**src/rtl/core/hgcd_pkg.sv**
```systemverilog
package hgcd_pkg;

    localparam int CORDIC_ITERATIONS = 24;
    localparam int ROM_LEN = 32;
    localparam int XW = 44;
    localparam int SQRT_STEPS = 32;
    localparam int LATENCY = 2 * CORDIC_ITERATIONS + 53;

    localparam logic REG_RADIUS = 1'b0;
    localparam logic [23:0] RADIUS_RESET = 24'd6371000;
    localparam logic [31:0] DIST_MAX = 32'd3373259426;

    localparam logic signed [63:0] ONE40 = 64'sd1 <<< 40;
    localparam logic [60:0] ONE60 = 61'd1 << 60;
    localparam logic signed [XW-1:0] ONE30 = XW'(64'sd1 <<< 30);

    localparam logic signed [33:0] DEG_FULL = 34'sd3019898880;
    localparam logic signed [33:0] DEG_HALF = 34'sd1509949440;
    localparam logic signed [33:0] DEG_QUART = 34'sd754974720;

    typedef logic [ROM_LEN-1:0][XW-1:0] atan_rom_t;

    typedef struct packed {
        logic tag;
        logic signed [XW-1:0] x;
        logic signed [XW-1:0] y;
        logic signed [XW-1:0] z;
    } cordic_word_t;

    typedef struct packed {
        logic [63:0] v;
        logic [34:0] rem;
        logic [31:0] root;
    } sqrt_word_t;

    function automatic logic [63:0] udiv(input logic [63:0] num, input logic [63:0] den);
        logic [64:0] r;
        logic [63:0] q;
        r = '0;
        q = '0;
        for (int i = 63; i >= 0; i--)
        begin
            r = {r[63:0], num[i]};
            if (r >= {1'b0, den})
            begin
                r = r - {1'b0, den};
                q[i] = 1'b1;
            end
        end
        return q;
    endfunction

    function automatic logic signed [63:0] atan_inv(input logic [63:0] n);
        logic [63:0] p;
        logic [63:0] nn;
        logic [63:0] k;
        logic [63:0] term;
        logic signed [63:0] sum;
        p = udiv(64'h4000_0000_0000_0000, n);
        nn = n * n;
        k = '0;
        sum = '0;
        while (p != 64'd0)
        begin
            term = udiv(p, (k << 1) + 64'd1);
            if (k[0])
                sum = sum - $signed(term);
            else
                sum = sum + $signed(term);
            p = udiv(p, nn);
            k = k + 64'd1;
        end
        return sum;
    endfunction

    function automatic logic signed [63:0] mulshift(input logic signed [63:0] a,
                                                    input logic signed [63:0] b,
                                                    input int sh);
        logic neg;
        logic [63:0] ua;
        logic [63:0] ub;
        logic [127:0] p;
        logic [62:0] res;
        neg = (a < 0) != (b < 0);
        ua = (a < 0) ? 64'(-a) : 64'(a);
        ub = (b < 0) ? 64'(-b) : 64'(b);
        p = {64'd0, ua} * {64'd0, ub};
        p = p + (128'd1 << (sh - 1));
        res = 63'(p >> sh);
        return neg ? -$signed({1'b0, res}) : $signed({1'b0, res});
    endfunction

    localparam logic signed [63:0] PI_Q60 = 4 * atan_inv(64'd5) - atan_inv(64'd239);
    localparam logic signed [63:0] DEG2RAD_Q60 = (PI_Q60 + 64'sd90) / 64'sd180;
    localparam logic signed [63:0] PI_Q40 = (PI_Q60 + (64'sd1 <<< 19)) >>> 20;

    function automatic atan_rom_t make_atan_rom();
        atan_rom_t rom;
        logic signed [63:0] val;
        for (int i = 0; i < ROM_LEN; i++)
        begin
            if (i == 0)
                val = (PI_Q60 + (64'sd1 <<< 21)) >>> 22;
            else
                val = (atan_inv(64'd1 << i) + (64'sd1 <<< 21)) >>> 22;
            rom[i] = val[XW-1:0];
        end
        return rom;
    endfunction

    function automatic logic signed [63:0] make_gain_inv();
        logic signed [63:0] prod;
        logic signed [63:0] y;
        logic signed [63:0] t;
        prod = ONE40;
        for (int i = 0; i < CORDIC_ITERATIONS; i++)
            prod = prod + (prod >>> (2 * i));
        y = (64'sd3 * ONE40) / 64'sd5;
        for (int i = 0; i < 10; i++)
        begin
            t = mulshift(prod, mulshift(y, y, 40), 40);
            y = mulshift(y, 64'sd3 * ONE40 - t, 41);
        end
        return y;
    endfunction

    localparam atan_rom_t ATAN_ROM = make_atan_rom();
    localparam logic signed [63:0] GAIN_INV = make_gain_inv();

    function automatic logic signed [31:0] q40_to_q30(input logic signed [XW-1:0] v);
        logic signed [XW-1:0] r;
        r = (v + XW'(512)) >>> 10;
        if (r > ONE30)
            r = ONE30;
        if (r < -ONE30)
            r = -ONE30;
        return 32'(r);
    endfunction

endpackage

```
**src/rtl/core/hgcd_sqrt_cell.sv**
```systemverilog
module hgcd_sqrt_cell
    import hgcd_pkg::*;
(
    input  logic        clk,
    input  logic        rst_n,
    input  logic        in_valid,
    input  sqrt_word_t  in_word,
    output logic        out_valid,
    output sqrt_word_t  out_word
);

    logic valid_reg;
    sqrt_word_t word_reg;
    sqrt_word_t word_next;
    logic [34:0] rem_sh;
    logic [34:0] trial;
    logic ge;

    always_comb
    begin
        rem_sh = {in_word.rem[32:0], in_word.v[63:62]};
        trial = {1'b0, in_word.root, 2'b01};
        ge = rem_sh >= trial;
        word_next.rem = ge ? rem_sh - trial : rem_sh;
        word_next.root = {in_word.root[30:0], ge};
        word_next.v = {in_word.v[61:0], 2'b00};
    end

    always_ff @(posedge clk or negedge rst_n)
    begin
        if (!rst_n)
            valid_reg <= 1'b0;
        else
            valid_reg <= in_valid;
    end

    always_ff @(posedge clk)
    begin
        word_reg <= word_next;
    end

    assign out_valid = valid_reg;
    assign out_word = word_reg;

endmodule

```
**config.mk**
```make
export PLATFORM = sky130hd
export DESIGN_NAME = hgcd_sqrt_cell
export DESIGN_NICKNAME = d
export VERILOG_FILES = /design/src/rtl/core/hgcd_pkg.sv /design/src/rtl/core/hgcd_sqrt_cell.sv
export SDC_FILE = /design/constraint.sdc
export NUM_CORES = 1
export LEC_CHECK = 0
export ABC_AREA = 1
export BUFFER_PORTS_ARGS = -buffer_cell sky130_fd_sc_hd__buf_4
export CORE_MARGIN = 4
export CORE_UTILIZATION = 40
export DETAILED_ROUTE_END_ITERATION = 8
export GPL_TIMING_DRIVEN = 0
export MAX_ROUTING_LAYER = met4
export PLACE_DENSITY = 0.74
export SLEW_MARGIN = 25
export SYNTH_ARGS = -nofsm -noshare
export SYNTH_HDL_FRONTEND = slang
export SYNTH_SLANG_ARGS = --single-unit
```
**constraint.sdc**
```tcl
create_clock -name clk -period 0.8 [get_ports clk]
set_input_delay 0.04 -clock clk [delete_from_list [all_inputs] [get_ports clk]]
set_output_delay 0.04 -clock clk [all_outputs]
set_load 0.02 [all_outputs]
```
== After elaboration in Yosys (flattened, before gate mapping) ==
Cells that the tools add are included.
Storage, ports and cells
  input bits: 134
  bits in registers: 130
  output and inout bits: 132
  logic and storage cells: 7
Cells by class
  $lt $le $gt $ge: 1
  add/sub/neg operators: 1
  multiplexer cells: 1
Operator list (count)
  $ge 35x34->1: 1
  $mux 35: 1
  $sub 35x34->35: 1

== Longest topological paths before layout ==
  depth in word-level cells: 2
  depth in mapped cells: 16
  mapped depth without buffers: 15

== Worst setup path before layout ==
OpenSTA, ideal clock, no wires.
  path kind: input to register
  start: input port in_word[14] (netlist name)
  end: register word_reg, in the netlist out_word[49]
  path buffers: 1
  data arrival time: 1.415 ns
  slack: -0.727 ns
  cell stages on the path: 13
  required time: 0.688 ns
  cell sequence: inv_1 ha_1 nand2_1 inv_1 nand2_1 inv_1 a21oi_2 nand3_2 nand3_2 nand2_4 buf_4 nand2_1 nand2_1
RTL lines
  from (decl): line hgcd_sqrt_cell.sv:7  | input sqrt_word_t in_word,
  to (signal assigned): line hgcd_sqrt_cell.sv:39  | word_reg <= word_next;
  to (decl): line hgcd_sqrt_cell.sv:13  | sqrt_word_t word_reg;

==> results.tsv <==
metric	value	unit
GP Congestion	0.953	
die area	0.0163	mm^2
count leader, synth	nand2_1	
pin count of the biggest net entering global routing	17	
H-tree levels	4	
vias in the first global route	7233	
final WL	33400	um
delay of the slowest critical-path stage	0.31	ns
critical path required time	1.13	ns
Adder-Cell Fraction of Synth Area	7.41	%
Fin. Hold Viols	1	
setup TNS	-39.06	ns
Num CTS Buffers	17	
Via-to-Cell Ratio	5.43	
Final Setup Violations	166	
Max clock buf depth	2	
FF+latch area	0.00277	mm^2
Area Overhead vs Synth	112	%
compound-cell area share of the yosys netlist	3.88	%
Inst Count DP	1233	
Top FF cell, synth	dfxtp_1	
arrival time at the worst endpoint	1.86	ns
# diodes	0	
hpwl dp	15700	um
PnR worst setup slack	-0.729	ns
worst hold slack	-0.134	ns
multi-input logic area	0.00375	mm^2
mapped cell area	0.00574	mm^2
max-cap viol count	0	
Worst Path Max Fanout	4	
fmax	0.654	GHz
# nets final	1409	
CTS tree	done	
Static Leakage	6.01	nW
sequential area share after synthesis	45.4	%
Cell Pwr Density	1940	mW/mm^2
core area	0.0140	mm^2
Post-synth top cells	nand2_1 (306), dfxtp_1 (129), inv_1 (123), nor2_1 (58), ha_1 (34)	
post-synthesis xor/xnor area fraction	2.75	%
grt total ovfl	0	
part of the cycle the worst path needs	191	%
Synth Instances	791	
syn_area_per_cell	7.26	um^2
status	finished, violations left	
Slowest-stage cell, CP	ha_4	
CP Class	input port to register	
Post-Layout Cell Count	1434	
fraction of registers with async set/reset	0.769	%
Starting Density	41.0	%
Setup crit end kind	register	
vias	7791	
Ports	266	
Final Cell Area	0.0122	mm^2
Layout fillers	641	
post-synth top area share	45.0	%
Clock Sinks	130	
Detailed Route Iter0 Violations	799	
crit path cell chain	buf_4 > inv_4 > ha_4 > nand2_4 > nor2_1 > inv_1 > nor3_2 > nand2_1 > nand2_1 > nand2_2 > nand2_1 > nand2_1 > nand3_2 > nand2_2	
row count	43	
CP most frequent cell	nand2_1	
Horiz. Die Dim	128	um
drc violations	0	
Synth Area in Simple Gates	30.6	%
worst hold path type	input port to register	
Unique masters post-synth	30	
Final ANT Viol Nets	0	
fin util	87.2	%
Wirelength per Cell	23.3	um
Die Ht	128	um
mux cell area share after synthesis	0	%
fin. max-slew vios	0	
peak supply drop	1.46	mV
clock transition at the registers of the reported paths	0.06	ns
critical path startpoint category	input port	
RSZ-0062 raised after global routing	true	
first-pass GRT wire length	39500	um
synth top area cells	dfxtp_1 (45%), nand2_1 (20%), inv_1 (8.0%), ha_1 (7.4%), nor2_1 (3.8%)	
layout cells sized above 1	56.0	%
GRT Overall Usage	32.5	%
Yosys reg bits	130	
initial antenna violation count	0	
1st-pass router iterations	6	
Root Buffer	clkbuf_16	
area leader, netlist	dfxtp_1	
placed inst area	0.00843	mm^2
Final min period	1.53	ns
failing checks	hold timing, setup timing	
Post-Place Setup Slack	-1.03	ns
Post-synth EDFFs	0	
largest family of logic cells by synthesized area	simple AND/OR/NAND/NOR gates	
count of input and output buffers	261	
Pwr Total	23.6	mW
Synth warnings	0	
worst paths after layout:
kind | startpoint | to | slack, ns | depth (start not counted)
max | in_word[9] | out_word[65] | -0.73 | 14
min | in_word[129] | out_word[32] | -0.13 | 3
max in group asynchronous | rst_n | out_valid | 0.21 | 3
min in group asynchronous | rst_n | out_valid | 0.48 | 3
metal layers:
metal	share of wire, %	routed length, um	global-route usage, %	up-vias
li1	-	-	-	3319
met1	34	11400	35.8	3593
met2	47	15700	54.6	635
met3	10	3390	8.13	244
met4	8.5	2850	16.5	0
met5	0	0	-	-
flip-flops by register name, indices dropped and copies added (netlist names):
| register | cells |
|---|---|
| out_valid | 1 |
| out_word | 129 |
area by class of cell:
| type | count | area share, % |
|---|---|---|
| clock buffers | 20 | 3.83 |
| repair inverters | 1 | 0.0718 |
| clock inverters | 12 | 0.985 |
| well taps | 180 | 1.85 |
| flip-flops and latches | 130 | 22.7 |
| repair buffers | 429 | 34.2 |
| plain buffers | 8 | 0.954 |
| inverters | 130 | 4.65 |
| multi-input cells | 524 | 30.8 |
worst max-delay path, delay by kind of cell:
kind                     cells  cell delay [ns]
AND/OR/NAND/NOR             10             1.23
adder cells (fa/ha/maj)      1             0.31
buffers and inverters        3             0.27
power by group:
part / switching [mW] / internal [mW] / total (mW)
registers: 0.369 / 7.22 / 7.59
logic: 4.23 / 3.67 / 7.89
clock network: 3.55 / 4.59 / 8.13
total: 8.14 / 15.5 / 23.6
cells in the final DEF (no fill, tap or decap), types with 21 or more instances in the layout:
| cell type | synthesis | layout |
|---|---|---|
| nor2_1 | 58 | 44 |
| dlygate4sd3_1 | 0 | 130 |
| inv_4 | 1 | 21 |
| nand2_2 | 2 | 61 |
| buf_6 | 4 | 153 |
| inv_1 | 123 | 89 |
| buf_4 | 4 | 144 |
| nand2_4 | 1 | 35 |
| nand2_1 | 306 | 212 |
| ha_4 | 0 | 32 |
| dfxtp_2 | 0 | 129 |
kinds of logic after synthesis:
group,count (synthesis)
compound gates,40
fa+ha+maj,34
flops,130
xor+xnor,18
buf+inv,138
other cells,1
simple gates,430
timing repair:
item | 4_1_cts | 5_1_grt
pin swaps | 13 | 58
gates cloned | 0 | 3
hold buffers | 128 | 2
buffers inserted | 7 | 31
setup endpoints to repair | 166 | 166
resized for setup | 319 | 195
endpoints found under the hold margin | 130 | 3
Power figures use the tool's default switching activity.
