===== config.mk =====
export PLATFORM = sky130hd
export DESIGN_NAME = hgcd_cordic_cell
export DESIGN_NICKNAME = d
export VERILOG_FILES = /design/src/rtl/core/hgcd_pkg.sv /design/src/rtl/core/hgcd_cordic_cell.sv
export SDC_FILE = /design/constraint.sdc
export NUM_CORES = 1
export LEC_CHECK = 0
export BUFFER_PORTS_ARGS = -buffer_cell sky130_fd_sc_hd__buf_2
export CAP_MARGIN = 5
export CORE_UTILIZATION = 40
export DETAILED_ROUTE_END_ITERATION = 7
export GPL_ROUTABILITY_DRIVEN = 1
export SYNTH_ARGS = -nofsm -noshare
export SYNTH_HDL_FRONTEND = slang
export SYNTH_SLANG_ARGS = --single-unit

===== constraint.sdc =====
create_clock -name clk -period 0.8 [get_ports clk]
set_input_delay 0.24 -clock clk [delete_from_list [all_inputs] [get_ports clk]]
set_output_delay 0.24 -clock clk [all_outputs]
set_load 0.02 [all_outputs]

===== src/rtl/core/hgcd_pkg.sv =====
package hgcd_pkg;

    localparam int CORDIC_ITERATIONS = 24;
    localparam int ROM_LEN = 32;
    localparam int XW = 44;
    localparam int SQRT_STEPS = 32;
    localparam int LATENCY = 2 * CORDIC_ITERATIONS + 53;

    localparam logic REG_RADIUS = 1'b0;
    localparam logic [23:0] RADIUS_RESET = 24'd6371000;
    localparam logic [31:0] DIST_MAX = 32'd3373259426;

    localparam logic signed [63:0] ONE40 = 64'sd1 <<< 40;
    localparam logic [60:0] ONE60 = 61'd1 << 60;
    localparam logic signed [XW-1:0] ONE30 = XW'(64'sd1 <<< 30);

    localparam logic signed [33:0] DEG_FULL = 34'sd3019898880;
    localparam logic signed [33:0] DEG_HALF = 34'sd1509949440;
    localparam logic signed [33:0] DEG_QUART = 34'sd754974720;

    typedef logic [ROM_LEN-1:0][XW-1:0] atan_rom_t;

    typedef struct packed {
        logic tag;
        logic signed [XW-1:0] x;
        logic signed [XW-1:0] y;
        logic signed [XW-1:0] z;
    } cordic_word_t;

    typedef struct packed {
        logic [63:0] v;
        logic [34:0] rem;
        logic [31:0] root;
    } sqrt_word_t;

    function automatic logic [63:0] udiv(input logic [63:0] num, input logic [63:0] den);
        logic [64:0] r;
        logic [63:0] q;
        r = '0;
        q = '0;
        for (int i = 63; i >= 0; i--)
        begin
            r = {r[63:0], num[i]};
            if (r >= {1'b0, den})
            begin
                r = r - {1'b0, den};
                q[i] = 1'b1;
            end
        end
        return q;
    endfunction

    function automatic logic signed [63:0] atan_inv(input logic [63:0] n);
        logic [63:0] p;
        logic [63:0] nn;
        logic [63:0] k;
        logic [63:0] term;
        logic signed [63:0] sum;
        p = udiv(64'h4000_0000_0000_0000, n);
        nn = n * n;
        k = '0;
        sum = '0;
        while (p != 64'd0)
        begin
            term = udiv(p, (k << 1) + 64'd1);
            if (k[0])
                sum = sum - $signed(term);
            else
                sum = sum + $signed(term);
            p = udiv(p, nn);
            k = k + 64'd1;
        end
        return sum;
    endfunction

    function automatic logic signed [63:0] mulshift(input logic signed [63:0] a,
                                                    input logic signed [63:0] b,
                                                    input int sh);
        logic neg;
        logic [63:0] ua;
        logic [63:0] ub;
        logic [127:0] p;
        logic [62:0] res;
        neg = (a < 0) != (b < 0);
        ua = (a < 0) ? 64'(-a) : 64'(a);
        ub = (b < 0) ? 64'(-b) : 64'(b);
        p = {64'd0, ua} * {64'd0, ub};
        p = p + (128'd1 << (sh - 1));
        res = 63'(p >> sh);
        return neg ? -$signed({1'b0, res}) : $signed({1'b0, res});
    endfunction

    localparam logic signed [63:0] PI_Q60 = 4 * atan_inv(64'd5) - atan_inv(64'd239);
    localparam logic signed [63:0] DEG2RAD_Q60 = (PI_Q60 + 64'sd90) / 64'sd180;
    localparam logic signed [63:0] PI_Q40 = (PI_Q60 + (64'sd1 <<< 19)) >>> 20;

    function automatic atan_rom_t make_atan_rom();
        atan_rom_t rom;
        logic signed [63:0] val;
        for (int i = 0; i < ROM_LEN; i++)
        begin
            if (i == 0)
                val = (PI_Q60 + (64'sd1 <<< 21)) >>> 22;
            else
                val = (atan_inv(64'd1 << i) + (64'sd1 <<< 21)) >>> 22;
            rom[i] = val[XW-1:0];
        end
        return rom;
    endfunction

    function automatic logic signed [63:0] make_gain_inv();
        logic signed [63:0] prod;
        logic signed [63:0] y;
        logic signed [63:0] t;
        prod = ONE40;
        for (int i = 0; i < CORDIC_ITERATIONS; i++)
            prod = prod + (prod >>> (2 * i));
        y = (64'sd3 * ONE40) / 64'sd5;
        for (int i = 0; i < 10; i++)
        begin
            t = mulshift(prod, mulshift(y, y, 40), 40);
            y = mulshift(y, 64'sd3 * ONE40 - t, 41);
        end
        return y;
    endfunction

    localparam atan_rom_t ATAN_ROM = make_atan_rom();
    localparam logic signed [63:0] GAIN_INV = make_gain_inv();

    function automatic logic signed [31:0] q40_to_q30(input logic signed [XW-1:0] v);
        logic signed [XW-1:0] r;
        r = (v + XW'(512)) >>> 10;
        if (r > ONE30)
            r = ONE30;
        if (r < -ONE30)
            r = -ONE30;
        return 32'(r);
    endfunction

endpackage


===== src/rtl/core/hgcd_cordic_cell.sv =====
module hgcd_cordic_cell
    import hgcd_pkg::*;
(
    input  logic               clk,
    input  logic               rst_n,
    input  logic               vectoring,
    input  logic [4:0]         shift,
    input  logic [XW-1:0]      atan_step,
    input  logic               in_valid,
    input  cordic_word_t       in_word,
    output logic               out_valid,
    output cordic_word_t       out_word
);

    logic valid_reg;
    cordic_word_t word_reg;
    cordic_word_t word_next;
    logic pos;
    logic signed [XW-1:0] xs;
    logic signed [XW-1:0] ys;

    always_comb
    begin
        pos = vectoring ? in_word.y[XW-1] : ~in_word.z[XW-1];
        xs = $signed(in_word.x) >>> shift;
        ys = $signed(in_word.y) >>> shift;
        word_next.tag = in_word.tag;
        if (pos)
        begin
            word_next.x = $signed(in_word.x) - ys;
            word_next.y = $signed(in_word.y) + xs;
            word_next.z = $signed(in_word.z) - $signed(atan_step);
        end
        else
        begin
            word_next.x = $signed(in_word.x) + ys;
            word_next.y = $signed(in_word.y) - xs;
            word_next.z = $signed(in_word.z) + $signed(atan_step);
        end
    end

    always_ff @(posedge clk or negedge rst_n)
    begin
        if (!rst_n)
            valid_reg <= 1'b0;
        else
            valid_reg <= in_valid;
    end

    always_ff @(posedge clk)
    begin
        word_reg <= word_next;
    end

    assign out_valid = valid_reg;
    assign out_word = word_reg;

endmodule


== Word level (Yosys, flattened, before mapping) ==
Cells that the tools add are included.
Cells by class
  shifts and indexed selects: 2
  multiplexer cells: 2
  reductions and logical operators: 0
  magnitude comparators: 0
  add/sub/neg operators: 6
  multipliers: 0
  equality and inequality tests: 0
  bitwise logic cells: 1
  div/mod/pow operators: 0
Operators by type and width (number)
  $add A44 B44 Y44: 3
  $mux W132: 1
  $sub A44 B44 Y44: 3
  $sshr A44 B5 Y44: 2
  $mux W1: 1
  $not A1 Y1: 1
Storage, ports and cells
  output and inout bits: 134
  memory bits (writable): 0
  bits of input ports: 186
  ROM bits: 0
  bits in latches: 0
  memories kept: 0
  word-level logic and storage cells: 16
  bits in registers: 134

== Logic depth before layout (Yosys ltp) ==
Gate-level depths: netlist of the first run.
  depth in word-level cells: 3
  gate-level depth with buffers: 30

== Least setup slack after synthesis of the first run ==
No wires, ideal clock.
  path type: input to register
  start point: in shift[0]
  end point: reg word_reg, in the netlist out_word[125]
  data arrival time: 5.797 ns
  slack: -5.069 ns
  required time: 0.728 ns
  cell stages on the path: 24
  buffers on the path: 4
  setup time: 0.072 ns
  path through: buf_2 buf_6 buf_2 buf_2 mux4_2 a222oi_1 nor3b_2 ha_1 nand3_1 nor4b_2 nand3_1 o21ai_0 xor2_1 ha_1 a21oi_1 o21ai_0 a221o_1 a21oi_1 o21ai_0 o41ai_1 o31ai_1 a21o_1 a21oi_1 xnor2_1
RTL lines
  from (decl): line hgcd_cordic_cell.sv:7  | input logic [4:0] shift,
  to (signal assigned): line hgcd_cordic_cell.sv:52  | word_reg <= word_next;
  to (decl): line hgcd_cordic_cell.sv:16  | cordic_word_t word_reg;

==> results.yml, run 1 <==
critical_path:
  cpLargestDelayFamily: "simple AND/OR/NAND/NOR gates"
  critical_path.max_stage_delay_ns: 0.44
  crit_top_cell: "buf_4"
  critPathRequiredTime_ns: 1.17
  cp-start-kind: "primary input"
  cp-end-kind: "flop"
  path_buf_inv: 7
  worstPathArrival_ns: 5.40
  crit_fanout: 8
  critPathKind: "in -> reg"
  crit_path_top_delay_cell: "or4_4"
clocking:
  cts_max_level: 4
  path_clk_slew_ns: 0.07
  cts_tree: "built"
  numCtsBuffers: 17
  cts.sinks: 134
  clk_path_buf_depth: 2
  cts_root_buffer: "clkbuf_16"
timing:
  period_share_pct: 629.5
  min_period_ns: 5.036
  fin_ws_ns: -4.236
  rsz0062_at_grt: "yes"
  slew_headroom_pct: 35.83
  max_freq_mhz: 198.6
  hold_violations: 0
  worst_slew_pin_slew_ns: 0.9540
  maxSlewViolCount: 0
  setup-violations-final: 265
  tns_ns: -451.15
logic_synthesis:
  yosys_warnings: 0
  netlist.area_leader.share_pct: 13.37
  syn_inst: 2343
  synth_area_sq_um: 19920
  synth.most_common_cell: "a21oi_1"
  synthArstFlopShare_pct: 0.7463
  ys_types: 101
  syn_nets: 2674
  ys_top_cells_by_area: "dfxtp_1, mux4_2, ha_1, xnor2_1, mux2i_1"
  syn_area_per_cell_sq_um: 8.500
  ys_seq_area_share_pct: 13.49
  synth_common_cells: "a21oi_1, nor2_1, nand2_1"
  synth-seq-cells: 134
  synth_edf_count: 0
  synth-main-ff-cell: "dfxtp_1"
  yosys.area.top_type: "dfxtp_1"
detailed_routing:
  viasPerCell: 5.895
  wl_per_cell_um: 24.35
  drtAntennaViolNets: 0
  wirelength_um: 107700
  initialDrtViolationCount: 2517
  post-route-drc-count: 0
  drt_pre_antenna_iters: 5
  num_vias: 26080
global_routing:
  grt_pass1_wl_um: 155500
  track_usage_pct: 40.98
  grt_max_degree: 29
  antenna_found_initial: 2
  grt.overflow.total: 0
  grt_pass1_vias: 25970
flow_run:
  cap_viol_max_count: 0
floorplanning:
  die_y_um: 225.1
  die_w_um: 225.1
  die-area_sq_um: 50690
  io_pins: 320
  num_rows: 81
  start_util_pct: 40.60
  coreArea_sq_um: 49050
status:
  violations: "negative setup slack"
  outcome: "finished, violations left"
power:
  pwr-share-comb_pct: 71.1
  cellPowerDensity_nw_per_um2: 1924
  p_clk_share_pct: 12.6
  ir_drop_mv: 1.910
  switching_share_pct: 44.21
  power_leakage_nw: 15.85
  power.internal_mw: 36.67
  switching_power_mw: 29.06
  sequentialPowerShare_pct: 16.3
final_layout:
  final_cells: 4424
  final_core_util_pct: 69.63
  final-seq-area_sq_um: 2688
  nNetsFinal: 4077
  final_area_sq_um: 34150
  drive_above_1_share_pct: 56.13
  multi_input_area_sq_um: 18570
  synthToLayoutAreaGrowth_pct: 71.49
  fillers: 3870
placement:
  placedCellCount: 4285
  finalWeightedCongestion: 1.049
  dp_hpwl_um: 84690
  placed_area_sq_um: 30700
  port_buffers: 319
hold_path:
  hp-class: "in -> async"
[power groups by stage]
stage | clock [mW] | combinational (mW) | sequential [mW]
2_1_floorplan | 0 | 17.6 | 14.7
3_3_place_gp | 0 | 40.0 | 10.7
3_5_place_dp | 0 | 40.6 | 10.8
4_1_cts | 8.44 | 43.6 | 10.7
5_1_grt | 8.70 | 49.2 | 10.9
6_report | 8.27 | 46.7 | 10.7
[placed cells by master, fill, tap and decap left out, types with 18 or more instances in the layout]
cell,n
buf_4,1094
buf_2,315
nand2_1,155
nor2_1,152
dfxtp_1,133
xnor2_1,132
a21oi_1,115
mux4_2,112
ha_1,112
mux2i_1,89
xor2_1,88
a21o_1,69
o21ai_0,66
a21oi_2,64
buf_6,58
mux2_2,56
inv_1,55
nand3_1,38
o21a_1,37
nand2b_1,30
o21ai_1,29
nor3_1,27
buf_12,24
o22ai_1,21
clkbuf_16,21
nor2b_1,20
o211ai_1,20
nand4_1,20
o21ai_2,20
ha_4,20
o21bai_1,19
nor2_4,18
nor2_2,18
[through the flow]
stage          setup WS [ns]  power [mW]  hold WS [ns]
6_report              -4.236       65.73       0.06224
5_1_grt               -4.372       68.81       0.05349
4_1_cts               -4.104       62.72      0.007093
3_5_place_dp          -5.073       51.38       0.01620
3_3_place_gp          -5.063       50.74       0.01532
2_1_floorplan         -4.262       32.29      -0.05559
[registers in the layout, indices dropped and copies added, names as in the netlist]
register   count
out_word     133
out_valid      1
[kinds of logic (layout without fill, tap and decap cells)]
logic type      Yosys count  count (layout)  synth area share (%)
compound gates          712             712                 24.06
simple gates            644             644                 16.00
mux                     285             285                 21.97
xor+xnor                238             238                 10.47
buf+inv                 185            1601                 4.787
fa+ha+maj               145             145                 9.222
flops                   134             134                 13.49
other cells               0               1                     0
[cell type report]
type                            instances  share of cell area, %
Clock inverter                         14                 0.4396
Inverter                               61                 0.6887
Antenna cell                            1               0.007327
Clock buffer                           18                  1.257
Timing Repair Buffer                 1508                  32.94
Multi-Input combinational cell       2024                  54.37
Tap cell                              664                  2.433
Sequential cell                       134                  7.869
[worst paths after layout]
path	startpoint	endpoint	slack (ns)	depth (start not counted)
worst max-delay path	shift[2]	out_word[85]	-4.24	25
worst min-delay path	rst_n	out_valid	0.06	2
max in group asynchronous	rst_n	out_valid	0.65	2
min in group clk	in_word[0]	out_word[0]	0.08	4
[repair_timing]
| item | CTS | global route |
|---|---|---|
| cloned | 6 | 1 |
| pin swaps | 107 | 119 |
| setup endpoints to repair | 265 | 265 |
| endpoints found under the hold margin | 3 | 0 |
| resized for setup | 242 | 188 |
| buffers inserted | 81 | 30 |
| hold buffers | 3 | 0 |
[metal layers]
| metal | vias up | global-route usage [%] | routed length, um |
|---|---|---|---|
| li1 | 11740 | - | - |
| met1 | 12630 | 49.94 | 42480 |
| met2 | 1355 | 68.67 | 50500 |
| met3 | 354 | 6.962 | 8199 |
| met4 | 2 | 22.19 | 6535 |
| met5 | - | 0 | 18 |
Power figures use the tool's default switching activity.
==> run 2: changes to the inputs <==
Settings changed: REMOVE_ABC_BUFFERS set to 1.
==> run 2 against run 1 <==
Against the previous run:
- the flow still finishes with violations (negative setup slack)
- critical path depth fell by 2
- cell count rose by 1.3%
- via count rose by 0.74%
- sequential share of layout area fell by 0.24 points
- critical path type unchanged
- critical endpoint unchanged
- largest power group unchanged
==> results.yml, run 2 (synthesis gave the netlist of run 1 again) <==
detailed_routing:
  wirelength_um: 109600
  wl_per_cell_um: 24.47
  drt_pre_antenna_iters: 6
  drtAntennaViolNets: 0
  initialDrtViolationCount: 2501
  viasPerCell: 5.863
  post-route-drc-count: 0
  num_vias: 26270
timing:
  whs_ns: 0.04886
  max_freq_mhz: 193.3
  fin_ws_ns: -4.373
  hold_violations: 0
  setup-violations-final: 265
  worst_slew_pin_slew_ns: 1.168
  tns_ns: -468.08
  min_period_ns: 5.173
  slew_headroom_pct: 21.15
  rsz0062_at_grt: "yes"
  period_share_pct: 646.6
  maxSlewViolCount: 0
flow_run:
  cap_viol_max_count: 0
power:
  cellPowerDensity_nw_per_um2: 1916
  power.internal_mw: 37.32
  ir_drop_mv: 1.664
  power_leakage_nw: 16.42
  p_clk_share_pct: 12.0
  power_mw: 67.61
  switching_share_pct: 44.81
  pwr-share-comb_pct: 71.9
  sequentialPowerShare_pct: 16.0
  switching_power_mw: 30.30
global_routing:
  grt_max_degree: 30
  antenna_found_initial: 5
  grt_pass1_vias: 26100
  track_usage_pct: 40.84
  grt_pass1_wl_um: 155600
  grt.overflow.total: 0
floorplanning:
  coreArea_sq_um: 49050
  die_w_um: 225.1
  io_pins: 320
  die-area_sq_um: 50690
  die_y_um: 225.1
  start_util_pct: 40.60
  num_rows: 81
final_layout:
  drive_above_1_share_pct: 57.90
  final_common_cell: "buf_4"
  mostFrequentLayoutCells: "buf_4, buf_2, nand2_1"
  synthToLayoutAreaGrowth_pct: 77.18
  final_area_sq_um: 35290
  final_core_util_pct: 71.94
  nNetsFinal: 4133
  largest_reg_flops: 133
clocking:
  cts_max_level: 4
  cts_tree: "built"
  clk_path_buf_depth: 2
  numCtsBuffers: 17
  cts.sinks: 134
  cts_root_buffer: "clkbuf_16"
  path_clk_slew_ns: 0.08
critical_path:
  critPathKind: "in -> reg"
  setup.worst_path.start: "shift[3]"
  cp-end-kind: "flop"
  crit_fanout: 6
  cp-start-kind: "primary input"
  worstPathArrival_ns: 5.57
  critPathRequiredTime_ns: 1.20
placement:
  finalWeightedCongestion: 1.051
  placed_area_sq_um: 29910
  port_buffers: 319
  dp_hpwl_um: 83050
status:
  outcome: "finished, violations left"
  violations: "negative setup slack"
hold_path:
  hp-class: "in -> async"
-- run 2: worst max-delay path, cell delays in order --
cell,delay [ns]
buf_16,0.14
buf_12,0.15
mux2_4,0.31
mux4_2,0.51
mux2i_4,0.22
or3b_4,0.42
a2111oi_4,0.28
buf_4,0.20
nand2b_4,0.08
buf_6,0.12
or3_4,0.39
or4_4,0.42
mux2i_1,0.17
o21ai_1,0.08
ha_1,0.32
nand4_1,0.20
nor4_2,0.33
o211ai_1,0.16
nand2_2,0.14
nand3_4,0.10
o31a_1,0.30
buf_4,0.14
xnor2_2,0.12
-- run 2: worst max-delay path by stage --
stage | endpoint | cells past startpoint
after floorplan | out_word[125] | 20
after global placement | out_word[86] | 24
after detailed placement | out_word[86] | 24
after CTS | out_word[85] | 23
after global routing | out_word[85] | 25
final | out_word[85] | 23
-- run 2: final cells by class --
| type | count | area, sq um |
|---|---|---|
| repair buffers | 1564 | 12050 |
| multi-input cells | 2024 | 18910 |
| inverters | 61 | 232.7 |
| clock inverters | 15 | 138.9 |
| fillers | 3690 | 13760 |
| flip-flops and latches | 134 | 2694 |
| clock buffers | 17 | 425.4 |
| well taps | 664 | 830.8 |
| diodes | 2 | 5.005 |
-- run 2: repair_timing --
action                                  in CTS  in global routing
pin swaps                                  272                241
setup buffers                              125                 95
hold buffers                                 3                  0
endpoints found under the hold margin        3                  0
gates cloned                                 6                  1
endpoints found under the setup margin     265                265
resized for setup                          526                265
-- run 2: per-layer routing --
| layer | track usage, % | share of wire, % | vias up | wire [um] |
|---|---|---|---|---|
| li1 | - | - | 11820 | - |
| met2 | 68.57 | 47 | 1272 | 51790 |
| met3 | 7.510 | 7.2 | 328 | 7877 |
| met5 | 0 | 0.030 | - | 33 |
| met4 | 24.25 | 6.4 | 6 | 7004 |
| met1 | 48.50 | 39 | 12850 | 42940 |
-- run 2: through the flow --
stage,std cells,worst slack [ns]
6_report,4481,-4.373
3_5_place_dp,4268,-5.307
3_3_place_gp,4268,-5.337
5_1_grt,4480,-4.497
4_1_cts,4418,-4.168
2_1_floorplan,2219,-4.994
-- run 2: power by group through the flow --
stage	clock network (mW)	logic [mW]	registers (mW)
finish	8.15	48.6	10.8
global route	8.44	51.1	11.0
CTS	8.28	44.3	10.7
detailed placement	0	38.8	10.8
global placement	0	38.3	10.8
floorplan	0	15.6	14.7
